$ cat config.mk
export PLATFORM = sky130hd
export DESIGN_NAME = kdm_scan
export DESIGN_NICKNAME = d
export VERILOG_FILES = /design/src/rtl/kdm_pkg.sv /design/src/rtl/kdm_scan.sv
export SDC_FILE = /design/constraint.sdc
export NUM_CORES = 1
export LEC_CHECK = 0
export BUFFER_PORTS_ARGS = -buffer_cell sky130_fd_sc_hd__buf_2
export CAP_MARGIN = 10
export CORE_MARGIN = 10
export CORE_UTILIZATION = 28
export DETAILED_ROUTE_END_ITERATION = 8
export HOLD_SLACK_MARGIN = 0.15
export SLEW_MARGIN = 20
export SYNTH_ARGS = -nofsm -noshare
export SYNTH_HDL_FRONTEND = slang
export SYNTH_SLANG_ARGS = --single-unit
$ cat constraint.sdc
create_clock -name clk -period 8.3 [get_ports clk]
set_input_delay 1.66 -clock clk [delete_from_list [all_inputs] [get_ports clk]]
set_output_delay 1.66 -clock clk [all_outputs]
set_load 0.1 [all_outputs]
$ cat src/rtl/kdm_pkg.sv
// ----------------------------------------------------------------------------
// kdm_pkg: shared types and constants for the key debounce / multi-click core
// Holds time and count widths, event codes, register indexes and the
// configuration and result structs used across the design.
// ----------------------------------------------------------------------------
`timescale 1ns / 1ps

package kdm_pkg;

	// widths
	localparam int TIME_BITS     = 32;
	localparam int COUNT_BITS    = 8;
	localparam int CFG_IDX_BITS  = 2;
	localparam int CFG_DATA_BITS = 16;
	localparam int EVENT_BITS    = 2;

	// reset values of the configuration registers
	localparam logic [CFG_DATA_BITS-1:0] DEBOUNCE_RST = CFG_DATA_BITS'(2);
	localparam logic [CFG_DATA_BITS-1:0] GAP_RST      = CFG_DATA_BITS'(30);
	localparam logic                     ACTIVE_RST   = 1'b0;
	localparam logic                     ENABLE_RST   = 1'b1;

	// event codes reported per tick
	typedef enum logic [EVENT_BITS-1:0] {
		EV_NONE    = 2'd0,
		EV_FIRST   = 2'd1,
		EV_HELD    = 2'd2,
		EV_RELEASE = 2'd3
	} event_t;

	// configuration register indexes
	typedef enum logic [CFG_IDX_BITS-1:0] {
		REG_DEBOUNCE = 2'd0,
		REG_GAP      = 2'd1,
		REG_ACTIVE   = 2'd2,
		REG_ENABLE   = 2'd3
	} cfg_reg_t;

	// current configuration, register file to scan logic
	typedef struct packed {
		logic [CFG_DATA_BITS-1:0] debounce_ticks;
		logic [CFG_DATA_BITS-1:0] gap_ticks;
		logic                     active_level;
		logic                     key_enable;
	} cfg_t;

	// one result item
	typedef struct packed {
		event_t                  event_res;
		logic [COUNT_BITS-1:0]   click_count;
		logic [TIME_BITS-1:0]    duration;
	} res_t;

endpackage

$ cat src/rtl/kdm_scan.sv
// ----------------------------------------------------------------------------
// kdm_scan: debounce and gesture state with single-pass tick update
// Holds the key state; computes the tick result and next state in one pass
// and commits the state on each accepted sample.
// ----------------------------------------------------------------------------
`timescale 1ns / 1ps

module kdm_scan
	import kdm_pkg::*;
(
	input  logic  clk,
	input  logic  arst_n,
	input  logic  step_en,
	input  logic  raw_level,
	input  cfg_t  cfg_cur,
	output res_t  res
);

	localparam logic [COUNT_BITS-1:0] CMAX = '1;

	// key state
	logic [TIME_BITS-1:0]  tick_now_q;
	logic                  stable_q;
	logic                  prev_stable_q;
	logic                  in_gesture_q;
	logic                  prev_in_gesture_q;
	logic                  settling_q;
	logic [TIME_BITS-1:0]  edge_time_q;
	logic [TIME_BITS-1:0]  start_time_q;
	logic [COUNT_BITS-1:0] clicks_q;

	// next state
	logic                  stable_d;
	logic                  prev_stable_d;
	logic                  in_gesture_d;
	logic                  prev_in_gesture_d;
	logic                  settling_d;
	logic [TIME_BITS-1:0]  edge_time_d;
	logic [TIME_BITS-1:0]  start_time_d;
	logic [COUNT_BITS-1:0] clicks_d;

	// intermediates
	logic                  ig0;
	logic                  set0;
	logic [COUNT_BITS-1:0] clk0;
	logic                  change;
	logic                  db_done;
	logic                  gap_done;
	logic                  scan;
	logic                  pressed;
	logic [TIME_BITS-1:0]  since_edge;
	logic [TIME_BITS-1:0]  rel_dur;

	// debounce, then gesture scan
	always_comb begin
		// disabled key drops gesture, count and settling first
		ig0  = cfg_cur.key_enable ? in_gesture_q : 1'b0;
		set0 = cfg_cur.key_enable ? settling_q : 1'b0;
		clk0 = cfg_cur.key_enable ? clicks_q : '0;

		stable_d          = stable_q;
		prev_stable_d     = prev_stable_q;
		in_gesture_d      = ig0;
		prev_in_gesture_d = prev_in_gesture_q;
		start_time_d      = start_time_q;
		clicks_d          = clk0;
		res.event_res     = EV_NONE;
		res.click_count   = '0;
		res.duration      = '0;

		// debounce
		change      = (stable_q != raw_level) || ((stable_q == cfg_cur.active_level) && !ig0);
		edge_time_d = (change && !set0) ? tick_now_q : edge_time_q;
		since_edge  = tick_now_q - edge_time_d;
		db_done     = since_edge >= TIME_BITS'(cfg_cur.debounce_ticks);
		gap_done    = since_edge >= TIME_BITS'(cfg_cur.gap_ticks);
		if (change) begin
			if (db_done) begin
				settling_d = 1'b0;
				stable_d   = raw_level;
			end else begin
				settling_d = 1'b1;
			end
		end else begin
			settling_d = 1'b0;
		end

		// gesture scan
		scan    = !settling_d || ig0;
		pressed = stable_d == cfg_cur.active_level;
		rel_dur = tick_now_q - start_time_q - TIME_BITS'(cfg_cur.gap_ticks);
		if (scan) begin
			if (pressed) begin
				in_gesture_d = 1'b1;
				if (!ig0) begin
					start_time_d = edge_time_d;
				end
				if ((prev_stable_q != stable_d) && (clk0 != CMAX)) begin
					clicks_d = clk0 + COUNT_BITS'(1);
				end
				res.event_res   = prev_in_gesture_q ? EV_HELD : EV_FIRST;
				res.click_count = clicks_d;
				res.duration    = tick_now_q - start_time_d;
			end else if (gap_done && ig0) begin
				res.event_res   = EV_RELEASE;
				res.click_count = clk0;
				res.duration    = rel_dur;
				start_time_d    = rel_dur;
				in_gesture_d    = 1'b0;
				clicks_d        = '0;
			end
			prev_in_gesture_d = in_gesture_d;
			prev_stable_d     = stable_d;
		end
	end

	// state commit per accepted tick
	always_ff @(posedge clk or negedge arst_n) begin
		if (!arst_n) begin
			tick_now_q        <= '0;
			stable_q          <= 1'b0;
			prev_stable_q     <= 1'b0;
			in_gesture_q      <= 1'b0;
			prev_in_gesture_q <= 1'b0;
			settling_q        <= 1'b0;
			edge_time_q       <= '0;
			start_time_q      <= '0;
			clicks_q          <= '0;
		end else if (step_en) begin
			tick_now_q        <= tick_now_q + TIME_BITS'(1);
			stable_q          <= stable_d;
			prev_stable_q     <= prev_stable_d;
			in_gesture_q      <= in_gesture_d;
			prev_in_gesture_q <= prev_in_gesture_d;
			settling_q        <= settling_d;
			edge_time_q       <= edge_time_d;
			start_time_q      <= start_time_d;
			clicks_q          <= clicks_d;
		end
	end

endmodule

# Word level (Yosys, flattened, before mapping)
# Cells that the tools add are included.
# Widths: inputs -> output; s select.
[word_totals]
output_inout_bits = 42
register_bits = 109
word_cells = 58
[classes]
n_mux = 24
n_eq_ne = 5
n_addsub = 6
order_cmp = 2
reduce_logical = 12
[ops]
columns = ["operator", "n"]
rows = [
  ["$mux 32", 6],
  ["$mux 42", 3],
  ["$sub 32x32->32", 3],
  ["$ge 32x16->1", 2],
  ["$mux 8", 5],
  ["$add 32x1->32 const B", 1],
  ["$sub 32x16->32", 1],
  ["$mux 1", 9],
  ["$add 8x1->8 const B", 1],
  ["$ne 8x8->1 const B", 1],
  ["$logic_and 1x1->1", 4],
  ["$logic_not 1->1", 3],
  ["$reduce_and 3->1", 1],
  ["$eq 1x1->1", 2],
  ["$logic_or 1x1->1", 2],
  ["$mux 2", 1],
  ["$ne 1x1->1", 2],
  ["$reduce_and 2->1", 1],
  ["$reduce_bool 2->1", 1],
]

# Longest topological paths before layout
# Gate-level depths: netlist of run 1.
[depth]
ltp_word = 16
depth_mapped = 33

# Least setup slack after synthesis of run 1
# OpenSTA, ideal clock, no wires.
[synth_timing]
kind = "input port to output port"
start = "input port raw_level"
end = "output port res[34] in the netlist's numbering"
cell_stages = 29
path_buffers = 7
path_slack_ns = -2.315
arrival_time_ns = 8.955
cell_sequence = "buf_2 > nand2_1 > or2_1 > nand2_1 > buf_4 > clkbuf_1 > clkbuf_1 > clkbuf_1 > o21ai_0 > ha_1 > clkbuf_1 > nor2_1 > nor2_1 > or3_1 > o21ai_0 > a22oi_1 > ha_1 > o21ai_0 > a21oi_1 > o41ai_1 > o21ai_0 > a211oi_1 > o21bai_1 > a2111o_1 > nand2_1 > buf_2 > nand2_1 > o21a_1 > a211oi_1"
[synth_lines]
columns = ["item", "line", "rtl"]
rows = [
  ["start, declared", "kdm_scan.sv:14", "input logic raw_level,"],
  ["end, declared", "kdm_scan.sv:16", "output res_t res"],
]

==> results of run 1 <==
## worst min-delay path: stages (launching register included)
cell	delay (ns)
dfrtp_1	0.37
nand2_1	0.05
o21ai_0	0.06
## final cells by class
type,count,area [um^2],share of cell area
clock buffers,9,225,0.0127
clock inverters,7,78.8,0.00445
inverters,143,539,0.0304
multi-input cells,1441,10600,0.599
flip-flops and latches,109,2730,0.154
well taps,615,769,0.0434
repair buffers,285,2770,0.156
## cells in the final DEF, fill, tap and decap left out, types with 33 or more instances in the layout
cell	netlist	routed
nand2_1	180	172
a21oi_1	173	139
dfrtp_1	109	109
nand3_1	60	58
buf_4	2	187
nor2_1	170	154
inv_1	142	140
ha_1	134	126
nor3_1	34	33
o21ai_0	126	105
xnor2_1	76	76
buf_2	19	33
buf_12	0	51
a21o_1	51	51
## stage by stage
| stage | std cells | setup TNS (ns) | total power (uW) |
|---|---|---|---|
| 6_report | 2609 | 0 | 6710 |
| 3_3_place_gp | 2575 | -4.18 | 5990 |
| 5_1_grt | 2609 | -0.428 | 7180 |
| 3_5_place_dp | 2575 | -6.64 | 6030 |
| 2_1_floorplan | 1774 | -1.33 | 4350 |
| 4_1_cts | 2591 | 0 | 6570 |
## power groups by stage
| stage | clock (uW) | sequential (uW) | combinational [uW] |
|---|---|---|---|
| after CTS | 475 | 774 | 5330 |
| after global placement | 0 | 780 | 5200 |
| after global routing | 496 | 795 | 5890 |
| after detailed placement | 0 | 784 | 5250 |
| after floorplan | 0 | 744 | 3600 |
| final | 467 | 778 | 5460 |
## path summary, 6_finish.rpt
kind | cells after the start | endpoint | slack (ns) | from
setup / recovery | 28 | res[9] | 0.11 | cfg_cur[0]
min in group asynchronous | 1 | tick_now_q[3]$_DFFE_PN0P_ | 1.40 | arst_n
max in group asynchronous | 2 | tick_now_q[16]$_DFFE_PN0P_ | 5.60 | arst_n
setup reg to reg | 29 | start_time_q[1]$_DFFE_PN0P_ | 2.31 | stable_q$_DFFE_PN0P_
hold / removal | 2 | clicks_q[1]$_DFFE_PN0P_ | 0.51 | clicks_q[1]$_DFFE_PN0P_
hold reg to reg | 2 | clicks_q[1]$_DFFE_PN0P_ | 0.51 | clicks_q[1]$_DFFE_PN0P_
## kinds of logic after synthesis
group | synth area share
mux | 0.0320
fa+ha+maj | 0.157
simple gates | 0.211
buf+inv | 0.0674
xor+xnor | 0.0719
compound gates | 0.257
flops | 0.204
## state kept, by name, summed over array words and instances (netlist names)
register	cells
tick_now_q	32
prev_stable_q	1
stable_q	1
prev_in_gesture_q	1
clicks_q	8
start_time_q	32
settling_q	1
in_gesture_q	1
edge_time_q	32
## per-layer routing
layer / vias to the layer above / part of all wire / track usage / wire length (um)
met5: - / 0 / 0 / 0
met4: 0 / 0.021 / 0.0470 / 995
met3: 50 / 0.038 / 0.0153 / 1820
met2: 325 / 0.51 / 0.299 / 24500
met1: 6705 / 0.44 / 0.206 / 21100
li1: 6753 / - / - / -
## timing repair
action,in CTS,in global routing
setup endpoints to repair,42,42
gates resized for setup,13,85
buffers inserted,0,19
endpoints found under the hold margin,0,0
pin swaps,1,38
==> impl_metrics.yaml, run 1 <==
layout:
  fin_util: 0.374
  stdcell_area_mm2: 0.0177
  drive_above_1_share: 0.230
  nNetsFinal: 2178
  final.fill_count: 4834
  n_antenna_cell: 0
  syn_to_final_growth_pct: 32.5
setup_path:
  cp_max_fo: 6
  crit_arrival_ns: 6.53
  cp.required_ns: 6.64
  cp_num_buf_inv: 7
  cpMostUsedCell: "a21oi_4"
  crit_type: "input pin to output port"
  critPathMaxStageDelay_ns: 0.55
  crit_family: "compound AO/OA/AOI/OAI gates"
  endpoint_kind: "output port"
  start_kind: "input pin"
  critPathSlowestCell: "or4_4"
placed_design:
  numPortBuffers: 79
  place_area_mm2: 0.0169
  dp_slack_ns: -0.362
  place_hpwl_mm: 38.9
  gp_congestion: 0.961
power_and_ir_drop:
  powerDensity_mw_per_mm2: 378
  clockPowerShare: 0.070
  intPower_uw: 3110
  p_comb_frac: 0.814
  seqPwrFrac: 0.116
  p_switching_uw: 3600
  vdd_ir_drop_max_v: 0.000168
  leakagePower_uw: 0.00806
  p_sw_frac: 0.536
synth:
  ys_types: 89
  netlist_top_cells_area: "dfrtp_1 20%, ha_1 13%, a21oi_1 6.5%"
  avgSynthCellArea_um2: 7.54
  ys_seq_elements: 109
  synth_commonest_cells: "180 x nand2_1, 173 x a21oi_1, 170 x nor2_1"
  ys_seq_area_frac: 0.204
  async_reset_ff_frac: 1.00
  synth_most_common_cell: "nand2_1"
  synth_edf_count: 0
  synthCells: 1774
  yosys_warnings: 0
  synth_top_area_share: 0.204
  syn_nets: 1963
  synth_top_area_cell: "dfrtp_1"
  synthesis.area_mm2: 0.0134
  synthFlopType: "dfrtp_1"
floorplan:
  fp.dieW_um: 239
  core_mm2: 0.0474
  die-area_mm2: 0.0569
  io_pins: 80
  fp.dieH_um: 239
  initial_core_util: 0.282
  row_count: 80
clocking:
  path_clk_slew_ns: 0.08
  ctsLongestPathBuffers: 2
  clock-sinks: 109
  root_buffer: "clkbuf_16"
  cts_max_level: 3
  cts_made_buffers: 9
  cts_tree: "done"
  clock_latency_ns: 0.38
  cts-hold-fix-buffers: 0
global_route:
  first_global_vias: 13700
  gr-total-overflow: 0
  grt_first_pass_wirelength_mm: 76.2
  grt_max_degree: 59
  grt_antenna_before_repair: 0
  grt.total_usage: 0.166
sta:
  tightest_slew_ns: 0.897
  hold_ws_ns: 0.514
  clock_skew_ns: 0.0170
  fin_crit_sh: 0.987
  slew_viol_final: 0
  slew_headroom: 0.402
  fin_crit_ns: 8.19
  finalWorstSetupSlack_ns: 0.107
  max_freq_mhz: 122
  rsz0062_at_grt: "true"
  setup_violations: 0
  hold_viol_final: 0
drt:
  wirelength_mm: 48.4
  first_pass_iters: 5
  antenna_left: 0
  drt_iter0_drc: 885
  drc_errors: 0
  vias: 13800
  wl_per_cell_um: 18.6
  viasPerCell: 5.30
flow_run:
  cap_violations: 0
run_status:
  status: "complete, no violations"
hold_path:
  hp-class: "register to register"
(Power assumes the default switching activity.)
==> run 2, diff against run 1 <==
--- a/config.mk
+++ b/config.mk
@@ -11,6 +11,7 @@
 export CORE_UTILIZATION = 28
 export DETAILED_ROUTE_END_ITERATION = 8
 export HOLD_SLACK_MARGIN = 0.15
+export SETUP_SLACK_MARGIN = 0.15
 export SLEW_MARGIN = 20
 export SYNTH_ARGS = -nofsm -noshare
 export SYNTH_HDL_FRONTEND = slang
==> run 2 against run 1 <==
Effect of this change: via count increased by 3.2%; cell area increased by 4.6%; clock power decreased by 5.8%; largest cell class unchanged; highest routed layer unchanged.
==> impl_metrics.yaml, run 2 (same netlist as run 1, synthesis figures left out) <==
drt:
  drc_errors: 0
  route.met2.wl_mm: 23.0
  wirelength_mm: 49.5
  viasPerCell: 5.33
  antenna_left: 0
  route.met3.wl_mm: 2.14
  drt_iter0_drc: 1134
  wl_met1_mm: 23.3
  vias: 14300
  top_layer_used: "met4"
  first_pass_iters: 5
  wl_per_cell_um: 18.5
setup_path:
  critPathSlowestCell: "or3_4"
  critPathMaxStageDelay_ns: 0.41
  cp_num_buf_inv: 8
  endpoint_kind: "output port"
  cp_max_fo: 7
  rrSetupSlack_ns: 2.29
  crit_family: "compound AO/OA/AOI/OAI gates"
  start_kind: "input pin"
  crit_type: "input pin to output port"
  cp.required_ns: 6.64
  cpMostUsedCell: "buf_4"
  crit_arrival_ns: 6.57
power_and_ir_drop:
  seqPwrFrac: 0.116
  power_uw: 6870
  p_sw_frac: 0.534
  p_switching_uw: 3670
  vdd_ir_drop_max_v: 0.000398
  intPower_uw: 3200
  powerDensity_mw_per_mm2: 371
  p_comb_frac: 0.820
  clockPowerShare: 0.064
  leakagePower_uw: 0.00849
global_route:
  grt_first_pass_wirelength_mm: 77.4
  grt.total_usage: 0.170
  grt_max_degree: 66
  grt_antenna_before_repair: 0
  gr-total-overflow: 0
  first_global_vias: 14000
sta:
  setup_violations: 0
  fin_crit_ns: 8.23
  slew_headroom: 0.416
  slew_viol_final: 0
  finalWorstSetupSlack_ns: 0.0729
  hold_viol_final: 0
  clock_skew_ns: 0.00817
  hold_ws_ns: 0.517
  tightest_slew_ns: 0.877
  fin_crit_sh: 0.991
  max_freq_mhz: 122
  rsz0062_at_grt: "true"
layout:
  n_antenna_cell: 0
  final_cells: 2678
  layout_commonest_cell: "buf_4"
  final.fill_count: 4835
  nNetsFinal: 2247
  syn_to_final_growth_pct: 38.5
  final_cell_mix: "246 x buf_4, 161 x nand2_1, 155 x nor2_1"
  drive_above_1_share: 0.271
  reg_top3: "edge_time_q: 32 flops, start_time_q: 32 flops, tick_now_q: 32 flops"
clocking:
  cts_tree: "done"
  root_buffer: "clkbuf_16"
  clock-sinks: 109
  clock_latency_ns: 0.38
  cts_max_level: 3
  cts_made_buffers: 9
  ctsLongestPathBuffers: 2
  path_clk_slew_ns: 0.08
floorplan:
  die-area_mm2: 0.0569
  fp.dieW_um: 239
  core_mm2: 0.0474
  io_pins: 80
  row_count: 80
  initial_core_util: 0.282
  fp.dieH_um: 239
flow_run:
  cap_violations: 0
run_status:
  status: "complete, no violations"
hold_path:
  hp-class: "register to register"
placed_design:
  numPortBuffers: 79
  dp_cells: 2633
  dp_slack_ns: -0.528
  gp_congestion: 0.952
  place_hpwl_mm: 40.3
==> run 2: cell count changes in the layout (fill, tap and decap cells not counted), sizes merged <==
cell / before / now
inv: 145 / 143
bufbuf: 0 / 1
buf: 284 / 353
clkinvlp: 0 / 3
clkinv: 5 / 3
==> run 2: final timing paths <==
check                                         start                      endpoint  cells past startpoint
max in group asynchronous                    arst_n   start_time_q[4]$_DFFE_PN0P_                      2
setup reg to reg           in_gesture_q$_DFFE_PN0P_   start_time_q[5]$_DFFE_PN0P_                     29
hold reg to reg             clicks_q[1]$_DFFE_PN0P_       clicks_q[1]$_DFFE_PN0P_                      2
min in group asynchronous                    arst_n  start_time_q[29]$_DFFE_PN0P_                      1
setup / recovery                         cfg_cur[0]                       res[32]                     30
hold / removal              clicks_q[1]$_DFFE_PN0P_       clicks_q[1]$_DFFE_PN0P_                      2
==> run 2: tightest hold or removal path, delay by kind of cell, from the launching register on <==
family	cells	cell delay [ns]
AO/OA/AOI/OAI	1	0.06
flip-flops	1	0.37
AND/OR/NAND/NOR	1	0.05
==> run 2: power by group through the flow <==
stage          clock [uW]  sequential (uW)  combinational (uW)
2_1_floorplan           0              744                3670
3_3_place_gp            0              796                5320
3_5_place_dp            0              802                5370
4_1_cts               449              794                5520
5_1_grt               463              815                6060
6_report              440              798                5630
==> run 2: repair_timing <==
item / CTS / global route
gates resized for setup: 64 / 60
buffers inserted: 21 / 6
endpoints found under the setup margin: 42 / 42
cloned: 2 / 0
hold buffers: 0 / 0
pin swaps: 38 / 12
==> run 2: layout make-up <==
| cell class | count | area (um^2) | share of cell area |
|---|---|---|---|
| multi-input combinational | 1441 | 10900 | 0.585 |
| timing repair buffer | 354 | 3370 | 0.182 |
| sequential | 109 | 2730 | 0.147 |
| tap | 615 | 769 | 0.0415 |
| inverter | 143 | 539 | 0.0291 |
| clock buffer | 10 | 239 | 0.0129 |
| clock inverter | 6 | 47.5 | 0.00256 |
==> run 2: metal layers <==
metal | up-vias | global-route usage
met3 | 54 | 0.0189
met4 | 0 | 0.0491
li1 | 6893 | -
met5 | - | 0
met1 | 6951 | 0.230
met2 | 377 | 0.278
==> run 2: per-stage QoR <==
stage / setup TNS (ns) / cell area (um^2) / utilization
floorplan: -1.07 / 14300 / -
global placement: -14.06 / 17500 / 0.368
detailed placement: -17.28 / 17500 / 0.368
CTS: 0 / 18300 / 0.385
global route: -1.79 / 18500 / 0.391
finish: 0 / 18500 / 0.391
==> run 3, diff against run 2 <==
--- a/config.mk
+++ b/config.mk
@@ -5,6 +5,7 @@
 export SDC_FILE = /design/constraint.sdc
 export NUM_CORES = 1
 export LEC_CHECK = 0
+export ABC_AREA = 1
 export BUFFER_PORTS_ARGS = -buffer_cell sky130_fd_sc_hd__buf_2
 export CAP_MARGIN = 10
 export CORE_MARGIN = 10
==> run 3 against run 2 <==
Effect of this change: clock skew is 0.0051 ns higher; global-route usage down 0.87 points; die area is 0.27% lower; routed wire length shrank 4.6%; maximum frequency grew 3.2%; first-iteration DRC count decreased by 12%; sequential share of layout area increased by 1.5 points; worst setup slack improved by 0.26 ns; cell area down 9.2%; clock-buffer cell count shrank 1; worst hold slack got worse by 0.030 ns.
==> impl_metrics.yaml, run 3 <==
sta:
  setup_violations: 0
  rsz0062_at_grt: "true"
  slew_viol_final: 0
  hold_viol_final: 0
  clock_skew_ns: 0.0133
  max_freq_mhz: 125
  fin_crit_ns: 7.97
  finalWorstSetupSlack_ns: 0.329
  fin_crit_sh: 0.960
  slew_headroom: 0.432
  tightest_slew_ns: 0.852
  hold_ws_ns: 0.487
layout:
  syn_to_final_growth_pct: 26.2
  multiInputGateArea_mm2: 0.00966
  nNetsFinal: 2400
  final.fill_count: 5032
  drive_above_1_share: 0.190
  reg_top3: "edge_time_q: 32 flops, start_time_q: 32 flops, tick_now_q: 32 flops"
  n_antenna_cell: 0
  layout_commonest_cell: "nand2_1"
  final_cell_mix: "522 x nand2_1, 299 x inv_1, 156 x o21ai_0"
  seq_area_mm2: 0.00273
clocking:
  clock_latency_ns: 0.37
  cts_tree: "done"
  path_clk_slew_ns: 0.07
  ctsLongestPathBuffers: 2
  cts-hold-fix-buffers: 0
  cts_max_level: 3
  clock-sinks: 109
  root_buffer: "clkbuf_16"
  cts_made_buffers: 9
hold_path:
  hp-class: "register to register"
  min_path_cells: 2
  min_from: "edge_time_q[25]$_DFFE_PN0P_"
setup_path:
  start_kind: "input pin"
  endpoint_kind: "output port"
  r2r-start: "in_gesture_q$_DFFE_PN0P_"
  crit_type: "input pin to output port"
  cp.required_ns: 6.64
  crit_arrival_ns: 6.31
  crit_path_start: "cfg_cur[0]"
  cp_max_fo: 21
  cpMostUsedCell: "nand2_2"
  critPathMaxStageDelay_ns: 0.28
  critPathCapture: "res[6]"
  reg2reg_depth: 34
  critPathSlowestCell: "ha_1"
  rrSetupSlack_ns: 2.54
  regToRegEndpoint: "start_time_q[0]$_DFFE_PN0P_"
floorplan:
  die-area_mm2: 0.0568
  core_mm2: 0.0469
  io_pins: 80
  initial_core_util: 0.285
  fp.dieW_um: 238
  row_count: 79
  fp.dieH_um: 238
flow_run:
  cap_violations: 0
synth:
  synth_top_area_cell: "dfrtp_1"
  synthesis.area_mm2: 0.0133
  synth_edf_count: 0
  yosys_warnings: 0
  netlist_top_cells_area: "dfrtp_1 20%, nand2_1 15%, ha_1 13%"
  ys_seq_elements: 109
  synthFlopType: "dfrtp_1"
  avgSynthCellArea_um2: 6.50
  syn_nets: 2240
  synth_commonest_cells: "533 x nand2_1, 305 x inv_1, 183 x o21ai_0"
  ys_types: 54
  synth_top_area_share: 0.204
  async_reset_ff_frac: 1.00
  ys_seq_area_frac: 0.204
  synthCells: 2051
  synth_most_common_cell: "nand2_1"
drt:
  drc_errors: 0
  antenna_left: 0
  viasPerCell: 4.93
  wl_per_cell_um: 16.7
  drt_iter0_drc: 996
  first_pass_iters: 7
  vias: 13900
  wirelength_mm: 47.3
global_route:
  grt_max_degree: 75
  grt_first_pass_wirelength_mm: 73.0
  first_global_vias: 13300
  grt.total_usage: 0.161
  grt_antenna_before_repair: 1
  gr-total-overflow: 0
placed_design:
  numPortBuffers: 79
  dp_slack_ns: -0.242
  place_hpwl_mm: 38.1
  gp_congestion: 0.936
power_and_ir_drop:
  p_sw_frac: 0.567
  intPower_uw: 2550
  clockPowerShare: 0.072
  vdd_ir_drop_max_v: 0.000296
  p_comb_frac: 0.795
  leakagePower_uw: 0.00877
  powerDensity_mw_per_mm2: 349
  seqPwrFrac: 0.132
  p_switching_uw: 3330
run_status:
  status: "complete, no violations"
==> run 3: changes by cell type in the layout (fill, tap and decap cells not counted), sizes merged, moves of 31 or more <==
| cell | change |
|---|---|
| nand2b | -31 |
| buf | -160 |
| xor2 | +37 |
| a21o | -46 |
| nand2 | +376 |
| inv | +172 |
| xnor2 | -56 |
| o21ai | +70 |
==> run 3: power by group through the flow <==
stage	clock network (uW)	logic, uW	registers (uW)
2_1_floorplan	0	3110	740
3_3_place_gp	0	4410	778
6_report	426	4680	779
5_1_grt	451	5120	797
3_5_place_dp	0	4430	783
4_1_cts	430	4480	773
==> run 3: worst max-delay path, delay by kind of cell <==
family	cells	cell delay (ns)
simple gates	19	1.97
buf+inv	9	1.04
compound gates	4	0.79
fa+ha+maj	3	0.67
xor+xnor	1	0.15
==> run 3: final cells by class <==
class | count | area share
timing repair buffer | 198 | 0.132
clock inverter | 6 | 0.00245
multi-input combinational | 1574 | 0.574
tap | 607 | 0.0451
sequential | 109 | 0.162
clock buffer | 9 | 0.0134
inverter | 319 | 0.0719
==> run 3: logic make-up after synthesis <==
family | share of synthesized area
flip-flops | 0.204
XOR/XNOR | 0.0591
AO/OA/AOI/OAI | 0.173
buffers and inverters | 0.115
adder cells (fa/ha/maj) | 0.151
AND/OR/NAND/NOR | 0.298
==> run 3: worst min-delay path by stage <==
stage                                              to  slack, ns
final                     edge_time_q[25]$_DFFE_PN0P_       0.49
after global routing      edge_time_q[27]$_DFFE_PN0P_       0.51
after CTS                 edge_time_q[21]$_DFFE_PN0P_       0.49
after detailed placement  edge_time_q[14]$_DFFE_PN0P_       0.47
after global placement    edge_time_q[21]$_DFFE_PN0P_       0.46
after floorplan           edge_time_q[12]$_DFFE_PN0P_       0.45
==> run 3: what timing repair did <==
action / CTS / global route
buffers inserted: 0 / 19
gates resized for setup: 15 / 127
cloned: 0 / 7
endpoints found under the setup margin: 42 / 42
pin swaps: 0 / 28
==> run 3: stage by stage <==
step | util | total power (uW) | instances | area [um^2] | TNS (ns)
floorplan | - | 3850 | 2051 | 13500 | -1.72
CTS | 0.343 | 5680 | 2795 | 16100 | 0
detailed placement | 0.337 | 5210 | 2780 | 15800 | -6.56
global route | 0.359 | 6360 | 2822 | 16800 | 0
global placement | 0.337 | 5190 | 2780 | 15800 | -4.58
finish | 0.359 | 5880 | 2822 | 16800 | 0
==> run 3: metal layers <==
metal | wire length, um | track usage | part of all wire | vias up
li1 | - | - | - | 6963
met1 | 22800 | 0.232 | 0.48 | 6538
met2 | 20700 | 0.245 | 0.44 | 377
met3 | 2950 | 0.0235 | 0.062 | 48
met4 | 800 | 0.0417 | 0.017 | 0
met5 | 0 | 0 | 0 | -
